--- config.mk ---
export PLATFORM = sky130hd
export DESIGN_NAME = hls_to_rgb_converter_core
export DESIGN_NICKNAME = d
export VERILOG_FILES = /design/src/hdl/hlsrgb_pkg.sv /design/src/hdl/hlsrgb_cdiv.sv /design/src/hdl/hlsrgb_chan.sv /design/src/hdl/hls_to_rgb_converter_core.sv
export SDC_FILE = /design/constraint.sdc
export NUM_CORES = 2
export LEC_CHECK = 0
export ABC_AREA = 1
export BUFFER_PORTS_ARGS = -buffer_cell sky130_fd_sc_hd__buf_2
export CORE_ASPECT_RATIO = 0.9
export CORE_MARGIN = 5
export CORE_UTILIZATION = 62
export CTS_CLUSTER_SIZE = 28
export DETAILED_ROUTE_END_ITERATION = 8
export HOLD_SLACK_MARGIN = 0.08
export PLACE_DENSITY = 0.74
export SYNTH_ARGS = -nofsm -noshare
export SYNTH_HDL_FRONTEND = slang
export SYNTH_SLANG_ARGS = --single-unit
--- constraint.sdc ---
create_clock -name clk -period 7.8 [get_ports clk]
set_input_delay 1.17 -clock clk [delete_from_list [all_inputs] [get_ports clk]]
set_output_delay 1.17 -clock clk [all_outputs]
set_load 0.005 [all_outputs]
--- src/hdl/hlsrgb_pkg.sv ---
// Shared types and constants for the HLS to RGB converter.
`timescale 1ns / 1ps
`default_nettype none

package hlsrgb_pkg;

  // Default full-scale value of hue, luminance and saturation.
  localparam int HLS_MAX_DEF = 240;
  localparam int RGB_TOP     = 255;

  // Width of one input or output field.
  localparam int FLD_W = 8;
  // Width of a level (hi, lo, ramp) on the HLS scale.
  localparam int LVL_W = 9;
  // Width of every dividend fed to a constant divider.
  localparam int NUM_W = 17;

  typedef struct packed {
    logic [FLD_W-1:0] hue;
    logic [FLD_W-1:0] luminance;
    logic [FLD_W-1:0] saturation;
  } in_item_t;

  typedef struct packed {
    logic [FLD_W-1:0] red;
    logic [FLD_W-1:0] green;
    logic [FLD_W-1:0] blue;
  } out_item_t;

  // Levels shared by the three channel ramps.
  typedef struct packed {
    logic [LVL_W-1:0] lo;
    logic [LVL_W-1:0] hi;
    logic [LVL_W-1:0] diff;
  } levels_t;

endpackage

`default_nettype wire

--- src/hdl/hlsrgb_cdiv.sv ---
// Two-stage pipelined division of an unsigned value by a constant.
`timescale 1ns / 1ps
`default_nettype none

module hlsrgb_cdiv #(
  parameter int DIVISOR = 2
) (
  input  wire logic                         clk,
  input  wire logic [hlsrgb_pkg::NUM_W-1:0] x,
  output logic      [hlsrgb_pkg::NUM_W-1:0] quo,
  output logic      [hlsrgb_pkg::NUM_W-1:0] rem
);
  import hlsrgb_pkg::*;

  // floor(2^NUM_W / DIVISOR): the estimate is exact or one short for any x.
  localparam logic [NUM_W:0] RECIP = (NUM_W + 1)'((2 ** NUM_W) / DIVISOR);

  logic [2*NUM_W:0]   prod_r;
  logic [NUM_W-1:0]   x_r;
  logic [NUM_W-1:0]   q_est;
  logic [NUM_W-1:0]   r_est;
  logic [NUM_W-1:0]   quo_nxt;
  logic [NUM_W-1:0]   rem_nxt;
  logic [NUM_W-1:0]   quo_r;
  logic [NUM_W-1:0]   rem_r;

  always_comb begin
    q_est = prod_r[2*NUM_W-1:NUM_W];
    r_est = x_r - q_est * NUM_W'(DIVISOR);
    if (r_est >= NUM_W'(DIVISOR)) begin
      quo_nxt = q_est + NUM_W'(1);
      rem_nxt = r_est - NUM_W'(DIVISOR);
    end else begin
      quo_nxt = q_est;
      rem_nxt = r_est;
    end
  end

  always_ff @(posedge clk) begin
    prod_r <= (2*NUM_W + 1)'(x) * (2*NUM_W + 1)'(RECIP);
    x_r    <= x;
    quo_r  <= quo_nxt;
    rem_r  <= rem_nxt;
  end

  assign quo = quo_r;
  assign rem = rem_r;

endmodule

`default_nettype wire

--- src/hdl/hlsrgb_chan.sv ---
// One color channel: hue ramp, rounding and rescale to 8 bits (six stages).
`timescale 1ns / 1ps
`default_nettype none

module hlsrgb_chan #(
  parameter int HLS_MAX = hlsrgb_pkg::HLS_MAX_DEF
) (
  input  wire logic                         clk,
  input  wire hlsrgb_pkg::levels_t          lvl,
  input  wire logic [hlsrgb_pkg::FLD_W-1:0] hoff,
  output logic      [hlsrgb_pkg::FLD_W-1:0] level
);
  import hlsrgb_pkg::*;

  localparam int HALF       = HLS_MAX / 2;
  localparam int SIXTH      = HLS_MAX / 6;
  localparam int TWELFTH    = HLS_MAX / 12;
  localparam int TWO_THIRDS = (HLS_MAX * 2) / 3;

  logic [LVL_W-1:0] base_nxt;
  logic             use_nxt;
  logic [FLD_W-1:0] mul_nxt;
  logic [LVL_W-1:0] base_r;
  logic             use_r;
  logic [NUM_W-1:0] num_r;
  logic [LVL_W-1:0] base_d1_r;
  logic [LVL_W-1:0] base_d2_r;
  logic             use_d1_r;
  logic             use_d2_r;
  logic [NUM_W-1:0] ramp_q;
  logic [LVL_W-1:0] ramp;
  logic [NUM_W-1:0] fnum_r;
  logic [NUM_W-1:0] byte_q;

  // Pick the ramp segment for this hue offset.
  always_comb begin
    base_nxt = lvl.lo;
    use_nxt  = 1'b0;
    mul_nxt  = '0;
    if (hoff < FLD_W'(SIXTH)) begin
      use_nxt = 1'b1;
      mul_nxt = hoff;
    end else if (hoff < FLD_W'(HALF)) begin
      base_nxt = lvl.hi;
    end else if (hoff < FLD_W'(TWO_THIRDS)) begin
      use_nxt = 1'b1;
      mul_nxt = FLD_W'(TWO_THIRDS) - hoff;
    end
  end

  always_ff @(posedge clk) begin
    base_r    <= base_nxt;
    use_r     <= use_nxt;
    num_r     <= NUM_W'(lvl.diff) * NUM_W'(mul_nxt) + NUM_W'(TWELFTH);
    base_d1_r <= base_r;
    base_d2_r <= base_d1_r;
    use_d1_r  <= use_r;
    use_d2_r  <= use_d1_r;
    fnum_r    <= NUM_W'(ramp) * NUM_W'(RGB_TOP) + NUM_W'(HALF);
  end

  hlsrgb_cdiv #(.DIVISOR(SIXTH)) u_div_ramp (
    .clk (clk),
    .x   (num_r),
    .quo (ramp_q),
    .rem ()
  );

  assign ramp = base_d2_r + (use_d2_r ? ramp_q[LVL_W-1:0] : LVL_W'(0));

  hlsrgb_cdiv #(.DIVISOR(HLS_MAX)) u_div_scale (
    .clk (clk),
    .x   (fnum_r),
    .quo (byte_q),
    .rem ()
  );

  // Saturate at full scale.
  assign level = (byte_q > NUM_W'(RGB_TOP)) ? FLD_W'(RGB_TOP) : byte_q[FLD_W-1:0];

endmodule

`default_nettype wire

--- src/hdl/hls_to_rgb_converter_core.sv ---
// Top level of the pipelined HLS to RGB converter.
`timescale 1ns / 1ps
`default_nettype none

// Converts one hue, luminance, saturation triple (full scale HLS_MAX, default
// 240) into 8-bit red, green and blue. An item is taken at every rising edge
// with start high; busy is always low, so a new item may follow in every
// cycle. Each result appears on out_item with out_valid high for exactly one
// cycle, in input order. The pipeline holds three constant dividers in
// series, two stages each, plus an input stage, a level stage, a segment
// stage, a rescale product stage and the output register. The receiver
// cannot stall the block and must take every strobe.
// Luminance and saturation above HLS_MAX are clamped, hue is reduced modulo
// HLS_MAX, and zero saturation gives grey (luminance scaled, truncated).

module hls_to_rgb_converter_core #(
  parameter int HLS_MAX = hlsrgb_pkg::HLS_MAX_DEF
) (
  input  wire logic                 clk,
  input  wire logic                 rst_n,
  input  wire logic                 start,
  output logic                      busy,
  input  wire hlsrgb_pkg::in_item_t in_item,
  output logic                      out_valid,
  output hlsrgb_pkg::out_item_t     out_item
);
  import hlsrgb_pkg::*;

  localparam int HALF   = HLS_MAX / 2;
  localparam int THIRD  = HLS_MAX / 3;
  // Stages inside one channel, from the level registers to its output.
  localparam int CH_LAT = 6;

  // ---------------------------------------------------------------- stage 1
  logic [FLD_W-1:0] lum_c;
  logic [FLD_W-1:0] sat_c;
  logic [LVL_W-1:0] hi_mul;
  logic             low_half;

  logic             v1_r, v2_r, v3_r, v4_r;
  logic [FLD_W-1:0] hue1_r, lum1_r, sat1_r;
  logic             low1_r, grey1_r;
  logic [NUM_W-1:0] hi_num1_r, grey_num1_r;

  // Clamp, then build the dividends for the hi level and the grey level.
  always_comb begin
    lum_c    = (in_item.luminance > FLD_W'(HLS_MAX)) ? FLD_W'(HLS_MAX) : in_item.luminance;
    sat_c    = (in_item.saturation > FLD_W'(HLS_MAX)) ? FLD_W'(HLS_MAX) : in_item.saturation;
    low_half = (lum_c <= FLD_W'(HALF));
    hi_mul   = low_half ? (LVL_W'(HLS_MAX) + LVL_W'(sat_c)) : LVL_W'(sat_c);
  end

  always_ff @(posedge clk) begin
    hue1_r      <= in_item.hue;
    lum1_r      <= lum_c;
    sat1_r      <= sat_c;
    low1_r      <= low_half;
    grey1_r     <= (sat_c == '0);
    hi_num1_r   <= NUM_W'(lum_c) * NUM_W'(hi_mul) + NUM_W'(HALF);
    grey_num1_r <= NUM_W'(lum_c) * NUM_W'(RGB_TOP);
  end

  // ------------------------------------------------------- stages 2 and 3
  logic [NUM_W-1:0] hue_rem, hi_quo, grey_quo;
  logic [FLD_W-1:0] lum2_r, lum3_r, sat2_r, sat3_r;
  logic             low2_r, low3_r, grey2_r, grey3_r;

  hlsrgb_cdiv #(.DIVISOR(HLS_MAX)) u_div_hue (
    .clk (clk),
    .x   (NUM_W'(hue1_r)),
    .quo (),
    .rem (hue_rem)
  );

  hlsrgb_cdiv #(.DIVISOR(HLS_MAX)) u_div_hi (
    .clk (clk),
    .x   (hi_num1_r),
    .quo (hi_quo),
    .rem ()
  );

  hlsrgb_cdiv #(.DIVISOR(HLS_MAX)) u_div_grey (
    .clk (clk),
    .x   (grey_num1_r),
    .quo (grey_quo),
    .rem ()
  );

  // Hold the side data level with the dividers.
  always_ff @(posedge clk) begin
    lum2_r  <= lum1_r;
    lum3_r  <= lum2_r;
    sat2_r  <= sat1_r;
    sat3_r  <= sat2_r;
    low2_r  <= low1_r;
    low3_r  <= low2_r;
    grey2_r <= grey1_r;
    grey3_r <= grey2_r;
  end

  // ---------------------------------------------------------------- stage 4
  levels_t          lvl_nxt;
  logic [LVL_W:0]   hi_wide;
  logic [LVL_W-1:0] hue_r_sum, hue_b_sum;
  logic [FLD_W-1:0] hue_m;
  levels_t          lvl_r;
  logic [FLD_W-1:0] hr_r, hg_r, hb_r;
  logic             grey4_r;
  logic [FLD_W-1:0] grey_val4_r;

  always_comb begin
    // Upper half of luminance: hi = lum + sat - round(lum*sat/HLS_MAX).
    hi_wide = (LVL_W + 1)'(lum3_r) + (LVL_W + 1)'(sat3_r) - (LVL_W + 1)'(hi_quo[LVL_W-1:0]);
    lvl_nxt.hi   = low3_r ? hi_quo[LVL_W-1:0] : hi_wide[LVL_W-1:0];
    lvl_nxt.lo   = {lum3_r, 1'b0} - lvl_nxt.hi;
    lvl_nxt.diff = lvl_nxt.hi - lvl_nxt.lo;
    // Wrap the red and blue hue offsets around the circle.
    hue_m     = hue_rem[FLD_W-1:0];
    hue_r_sum = LVL_W'(hue_m) + LVL_W'(THIRD);
    hue_b_sum = LVL_W'(hue_m) + LVL_W'(HLS_MAX - THIRD);
    if (hue_r_sum >= LVL_W'(HLS_MAX)) begin
      hue_r_sum = hue_r_sum - LVL_W'(HLS_MAX);
    end
    if (hue_b_sum >= LVL_W'(HLS_MAX)) begin
      hue_b_sum = hue_b_sum - LVL_W'(HLS_MAX);
    end
  end

  always_ff @(posedge clk) begin
    lvl_r       <= lvl_nxt;
    hr_r        <= hue_r_sum[FLD_W-1:0];
    hg_r        <= hue_m;
    hb_r        <= hue_b_sum[FLD_W-1:0];
    grey4_r     <= grey3_r;
    grey_val4_r <= (grey_quo > NUM_W'(RGB_TOP)) ? FLD_W'(RGB_TOP) : grey_quo[FLD_W-1:0];
  end

  // ---------------------------------------------------- stages 5 through 10
  logic [FLD_W-1:0] red_c, green_c, blue_c;

  hlsrgb_chan #(.HLS_MAX(HLS_MAX)) u_chan_red (
    .clk   (clk),
    .lvl   (lvl_r),
    .hoff  (hr_r),
    .level (red_c)
  );

  hlsrgb_chan #(.HLS_MAX(HLS_MAX)) u_chan_green (
    .clk   (clk),
    .lvl   (lvl_r),
    .hoff  (hg_r),
    .level (green_c)
  );

  hlsrgb_chan #(.HLS_MAX(HLS_MAX)) u_chan_blue (
    .clk   (clk),
    .lvl   (lvl_r),
    .hoff  (hb_r),
    .level (blue_c)
  );

  // Carry the grey decision alongside the channel pipes.
  logic [CH_LAT-1:0] vdly_r;
  logic [CH_LAT-1:0] gdly_r;
  logic [FLD_W-1:0]  gval_dly_r [CH_LAT];

  always_ff @(posedge clk) begin
    gdly_r[0]     <= grey4_r;
    gval_dly_r[0] <= grey_val4_r;
    for (int i = 1; i < CH_LAT; i++) begin
      gdly_r[i]     <= gdly_r[i-1];
      gval_dly_r[i] <= gval_dly_r[i-1];
    end
  end

  // --------------------------------------------------------- output stage
  out_item_t out_nxt;
  out_item_t out_item_r;
  logic      out_valid_r;
  logic      out_grey_r;

  always_comb begin
    if (gdly_r[CH_LAT-1]) begin
      out_nxt.red   = gval_dly_r[CH_LAT-1];
      out_nxt.green = gval_dly_r[CH_LAT-1];
      out_nxt.blue  = gval_dly_r[CH_LAT-1];
    end else begin
      out_nxt.red   = red_c;
      out_nxt.green = green_c;
      out_nxt.blue  = blue_c;
    end
  end

  always_ff @(posedge clk) begin
    out_item_r <= out_nxt;
    out_grey_r <= gdly_r[CH_LAT-1];
  end

  // Advance the valid bits; reset drops every item in flight.
  always_ff @(posedge clk) begin
    if (!rst_n) begin
      v1_r        <= 1'b0;
      v2_r        <= 1'b0;
      v3_r        <= 1'b0;
      v4_r        <= 1'b0;
      vdly_r      <= '0;
      out_valid_r <= 1'b0;
    end else begin
      v1_r        <= start;
      v2_r        <= v1_r;
      v3_r        <= v2_r;
      v4_r        <= v3_r;
      vdly_r      <= {vdly_r[CH_LAT-2:0], v4_r};
      out_valid_r <= vdly_r[CH_LAT-1];
    end
  end

  assign busy      = 1'b0;
  assign out_valid = out_valid_r;
  assign out_item  = out_item_r;

  // ------------------------------------------------------------ assertions
  a_item_arrives: assert property (@(posedge clk) disable iff (!rst_n)
    v1_r |-> ##10 out_valid_r)
    else $error("accepted item did not reach the output in time");

  a_no_phantom: assert property (@(posedge clk) disable iff (!rst_n)
    out_valid_r |-> $past(v1_r, 10))
    else $error("result strobe without a matching accepted item");

  a_grey_equal: assert property (@(posedge clk) disable iff (!rst_n)
    (out_valid_r && out_grey_r) |->
      (out_item_r.red == out_item_r.green) && (out_item_r.green == out_item_r.blue))
    else $error("grey result has unequal channels");

  a_hue_wrapped: assert property (@(posedge clk) disable iff (!rst_n)
    v4_r |-> (hr_r < FLD_W'(HLS_MAX)) && (hg_r < FLD_W'(HLS_MAX)) &&
             (hb_r < FLD_W'(HLS_MAX)))
    else $error("hue offset outside one turn");

endmodule

`default_nettype wire
==> run summary <==
Status: completed
Setup Viol. Count Final: 0
Remaining antenna violation count: 0
Placed instance area: 0.0683 mm2
HPWL after detailed placement: 117000 um
Sink Count: 712
Transition time of the tightest slew-check pin: 737 ps
CTS-repair resized insts: 0
Seq/Total Area, Yosys: 21.5%
Number of violations of the max-capacitance limit: 0
Register-to-Register Setup Slack: 1620 ps
Antenna Cells: 0
Max-slew violation count: 0
Routability Congestion: 0.918
Final setup TNS: 0 ps
Number of antenna violations at the first check in global routing: 3
CTS Hold Buffers Added: 0
Layout cells sized above 1: 3.72%
Count of unique library cells instantiated by Yosys: 62
Detailed Route WL: 139000 um
Floorplan die area: 0.113 mm2
Buffer type at the clock tree root: sky130_fd_sc_hd__clkbuf_16
Post-detailed-route DRC marker count: 0
Timing-limited maximum frequency: 155 MHz
First-pass GRT wire length: 238000 um
Number of iterations in the first detailed-routing pass: 6
Post-route cell area: 0.0710 mm2
Clock tree from TritonCTS: done
Top_reg_cell synth: sky130_fd_sc_hd__dfxtp_1
Post-synthesis to final-layout area growth: 7.33%
Share of synthesized flip-flops with an asynchronous set or reset: 0%
Die height: 320 um
Seq cells post-synth: 712
Post-detailed-route wirelength per cell: 14.6 um
Leftover overflow at the end of global routing: 0
Final critical delay including setup and external delays: 6450 ps
Setup repair after global routing missed its margin: no
Number of DRC markers in iteration 0: 2769
Portion of the clock cycle consumed by the worst path in the final layout: 82.7%
Number of setup buffers added after CTS: 0
Clock-pin slew on the worst setup and hold paths: 60 ps
Number of rows created at floorplan: 113
Hold Crit Class: flop to flop
H-Tree Level Count: 3
Maximum fanout encountered on the critical timing path: 8
Critical path endpoint category: flop
Nets@finish: 9874
Cell with the largest stage delay on the worst path: sky130_fd_sc_hd__fa_1
Arrival time reported for the critical path endpoint: 6980 ps
Inserted Clock Buffers: 79
Largest stage delay on the critical path: 550 ps
I/O pin total: 53
Number of port buffers: 51
Critical Path RT: 8340 ps
Clock insertion delay at the later pin of the skew report: 680 ps
Placeable core region: 0.106 mm2
Overall routing resource usage: 25.1%
Launching element type of the critical path: input port
Clock tree buffer depth: 3
Normalized max-slew margin: 50.4%
Synth Warn #: 0
Die width: 354 um
Final Skew: 32.5 ps
Total via count after detailed routing: 49800
Effective utilization at floorplan: 62.6%
Mapped cell area: 0.0662 mm2
Via density: 5.23
EDFF count, synth: 0
Worst Setup Path Type: input port to flop
Via count of the first global-routing pass: 50300
Count of final hold-check violations: 0
Maximum number of pins on one net before global-route repair: 25
Cells after Synth: 7905
Average cell area after synthesis: 8.37 um2
per-layer routing:
metal  share of wire (%)  global-route usage, %
met3                 4.6                   3.25
met2                  47                   43.2
met4                 2.2                   5.99
met1                  46                   33.8
met5              0.0093                      0
flip-flops by register name, summed over array words and instances (netlist names), 14 cells and up:
signal	count
u_chan_blue.fnum_r	17
gval_dly_r	48
hi_num1_r	17
u_chan_green.fnum_r	17
u_chan_green.u_div_ramp.x_r	14
u_chan_blue.u_div_ramp.x_r	14
lvl_r	25
u_chan_red.u_div_ramp.x_r	14
u_chan_red.fnum_r	17
grey_num1_r	15
u_chan_blue.num_r	17
out_item	24
u_chan_green.num_r	17
u_chan_red.num_r	17
logic make-up (layout without fill, tap and decap cells):
| logic type | count (synthesis) | count (layout) | share of synthesized area (%) |
|---|---|---|---|
| other | 2 | 67 | 0.0113 |
| multiplexers | 1 | 1 | 0.0151 |
| AND/OR/NAND/NOR | 2408 | 2408 | 15.6 |
| XOR/XNOR | 404 | 404 | 5.38 |
| adder cells (fa/ha/maj) | 1778 | 1778 | 40.4 |
| flip-flops | 712 | 712 | 21.5 |
| AO/OA/AOI/OAI | 839 | 839 | 7.03 |
| buffers and inverters | 1761 | 1926 | 10.0 |
worst max-delay path: cells and delay by family:
kind,cells,cell delay (ps)
adder cells (fa/ha/maj),7,2750
AND/OR/NAND/NOR,7,1080
AO/OA/AOI/OAI,4,800
XOR/XNOR,2,620
buffers and inverters,5,550
worst paths after layout:
kind	from	to	cells past startpoint
max	in_item[15]	hi_num1_r[13]	25
min	u_chan_blue.base_r[0]	u_chan_blue.base_d1_r[0]	0
max reg2reg	u_chan_red.use_d2_r	u_chan_red.fnum_r[16]	33
min reg2reg	u_chan_blue.base_r[0]	u_chan_blue.base_d1_r[0]	0
metrics by stage:
step | std cells | setup slack (ps) | hold slack (ps) | utilization, %
5_1_grt | 9515 | 849 | 307 | 67.2
3_3_place_gp | 9368 | 702 | 310 | 64.6
3_5_place_dp | 9368 | 672 | 312 | 64.6
2_1_floorplan | 7970 | 1500 | 310 | -
6_report | 9515 | 1350 | 300 | 67.2
4_1_cts | 9515 | 1370 | 294 | 67.2
synthesized netlist by cell type (4+ instances only):
library cell / number / area [um2]
sky130_fd_sc_hd__inv_1: 1699 / 6380
sky130_fd_sc_hd__nand2_1: 1361 / 5110
sky130_fd_sc_hd__ha_1: 1176 / 14700
sky130_fd_sc_hd__dfxtp_1: 712 / 14300
sky130_fd_sc_hd__fa_1: 602 / 12100
sky130_fd_sc_hd__nor2_1: 504 / 1890
sky130_fd_sc_hd__a21oi_1: 401 / 2010
sky130_fd_sc_hd__xor2_1: 281 / 2460
sky130_fd_sc_hd__nand3_1: 262 / 1310
sky130_fd_sc_hd__o21ai_0: 214 / 1070
sky130_fd_sc_hd__nand4_1: 125 / 782
sky130_fd_sc_hd__xnor2_1: 120 / 1050
sky130_fd_sc_hd__o21ai_1: 45 / 225
sky130_fd_sc_hd__a21o_1: 43 / 323
sky130_fd_sc_hd__nor3_1: 37 / 185
sky130_fd_sc_hd__o21bai_1: 30 / 225
sky130_fd_sc_hd__clkbuf_1: 28 / 105
sky130_fd_sc_hd__a31oi_1: 27 / 169
sky130_fd_sc_hd__inv_2: 22 / 82.6
sky130_fd_sc_hd__o211ai_1: 21 / 158
sky130_fd_sc_hd__nand3b_1: 19 / 143
sky130_fd_sc_hd__nand2_2: 16 / 100
sky130_fd_sc_hd__nor4_1: 15 / 93.8
sky130_fd_sc_hd__a21oi_2: 10 / 87.6
sky130_fd_sc_hd__nor2_4: 10 / 113
sky130_fd_sc_hd__nand3_2: 9 / 90.1
sky130_fd_sc_hd__a211oi_1: 8 / 60.1
sky130_fd_sc_hd__nor2_2: 8 / 50.1
sky130_fd_sc_hd__a21boi_0: 7 / 52.6
sky130_fd_sc_hd__and2_1: 7 / 43.8
sky130_fd_sc_hd__or2_2: 7 / 43.8
sky130_fd_sc_hd__o21a_1: 6 / 45.0
sky130_fd_sc_hd__buf_2: 5 / 25.0
sky130_fd_sc_hd__nor2_8: 5 / 100
sky130_fd_sc_hd__nor3_2: 5 / 50.1
sky130_fd_sc_hd__o31ai_1: 5 / 37.5
sky130_fd_sc_hd__nand2_4: 4 / 45.0
sky130_fd_sc_hd__o2111ai_1: 4 / 35.0
layout by cell type, fill, tap and decap left out, types with 15 or more instances in the layout:
master	count
sky130_fd_sc_hd__inv_1	1699
sky130_fd_sc_hd__o21ai_1	45
sky130_fd_sc_hd__o211ai_1	21
sky130_fd_sc_hd__ha_1	1176
sky130_fd_sc_hd__nor4_1	15
sky130_fd_sc_hd__nand2_1	1361
sky130_fd_sc_hd__xor2_1	281
sky130_fd_sc_hd__fa_1	602
sky130_fd_sc_hd__buf_2	51
sky130_fd_sc_hd__inv_2	22
sky130_fd_sc_hd__a31oi_1	27
sky130_fd_sc_hd__conb_1	67
sky130_fd_sc_hd__clkbuf_16	79
sky130_fd_sc_hd__o21ai_0	214
sky130_fd_sc_hd__nand2_2	16
sky130_fd_sc_hd__a21oi_1	401
sky130_fd_sc_hd__nor2_1	504
sky130_fd_sc_hd__xnor2_1	120
sky130_fd_sc_hd__nand3b_1	19
sky130_fd_sc_hd__dfxtp_1	712
sky130_fd_sc_hd__o21bai_1	30
sky130_fd_sc_hd__a21o_1	43
sky130_fd_sc_hd__nand4_1	125
sky130_fd_sc_hd__nor3_1	37
sky130_fd_sc_hd__nand3_1	262
final cells by class:
type,count,area [um2]
inverter,1724,6470
clock buffer,94,2100
fill,8826,34700
sequential,712,14300
timing repair buffer,55,285
clock inverter,53,648
tap,1380,1730
multi-input combinational,5497,45500
Power is not shown: default switching activity piles up to over one toggle a cycle in this logic, so the estimate is an artifact.
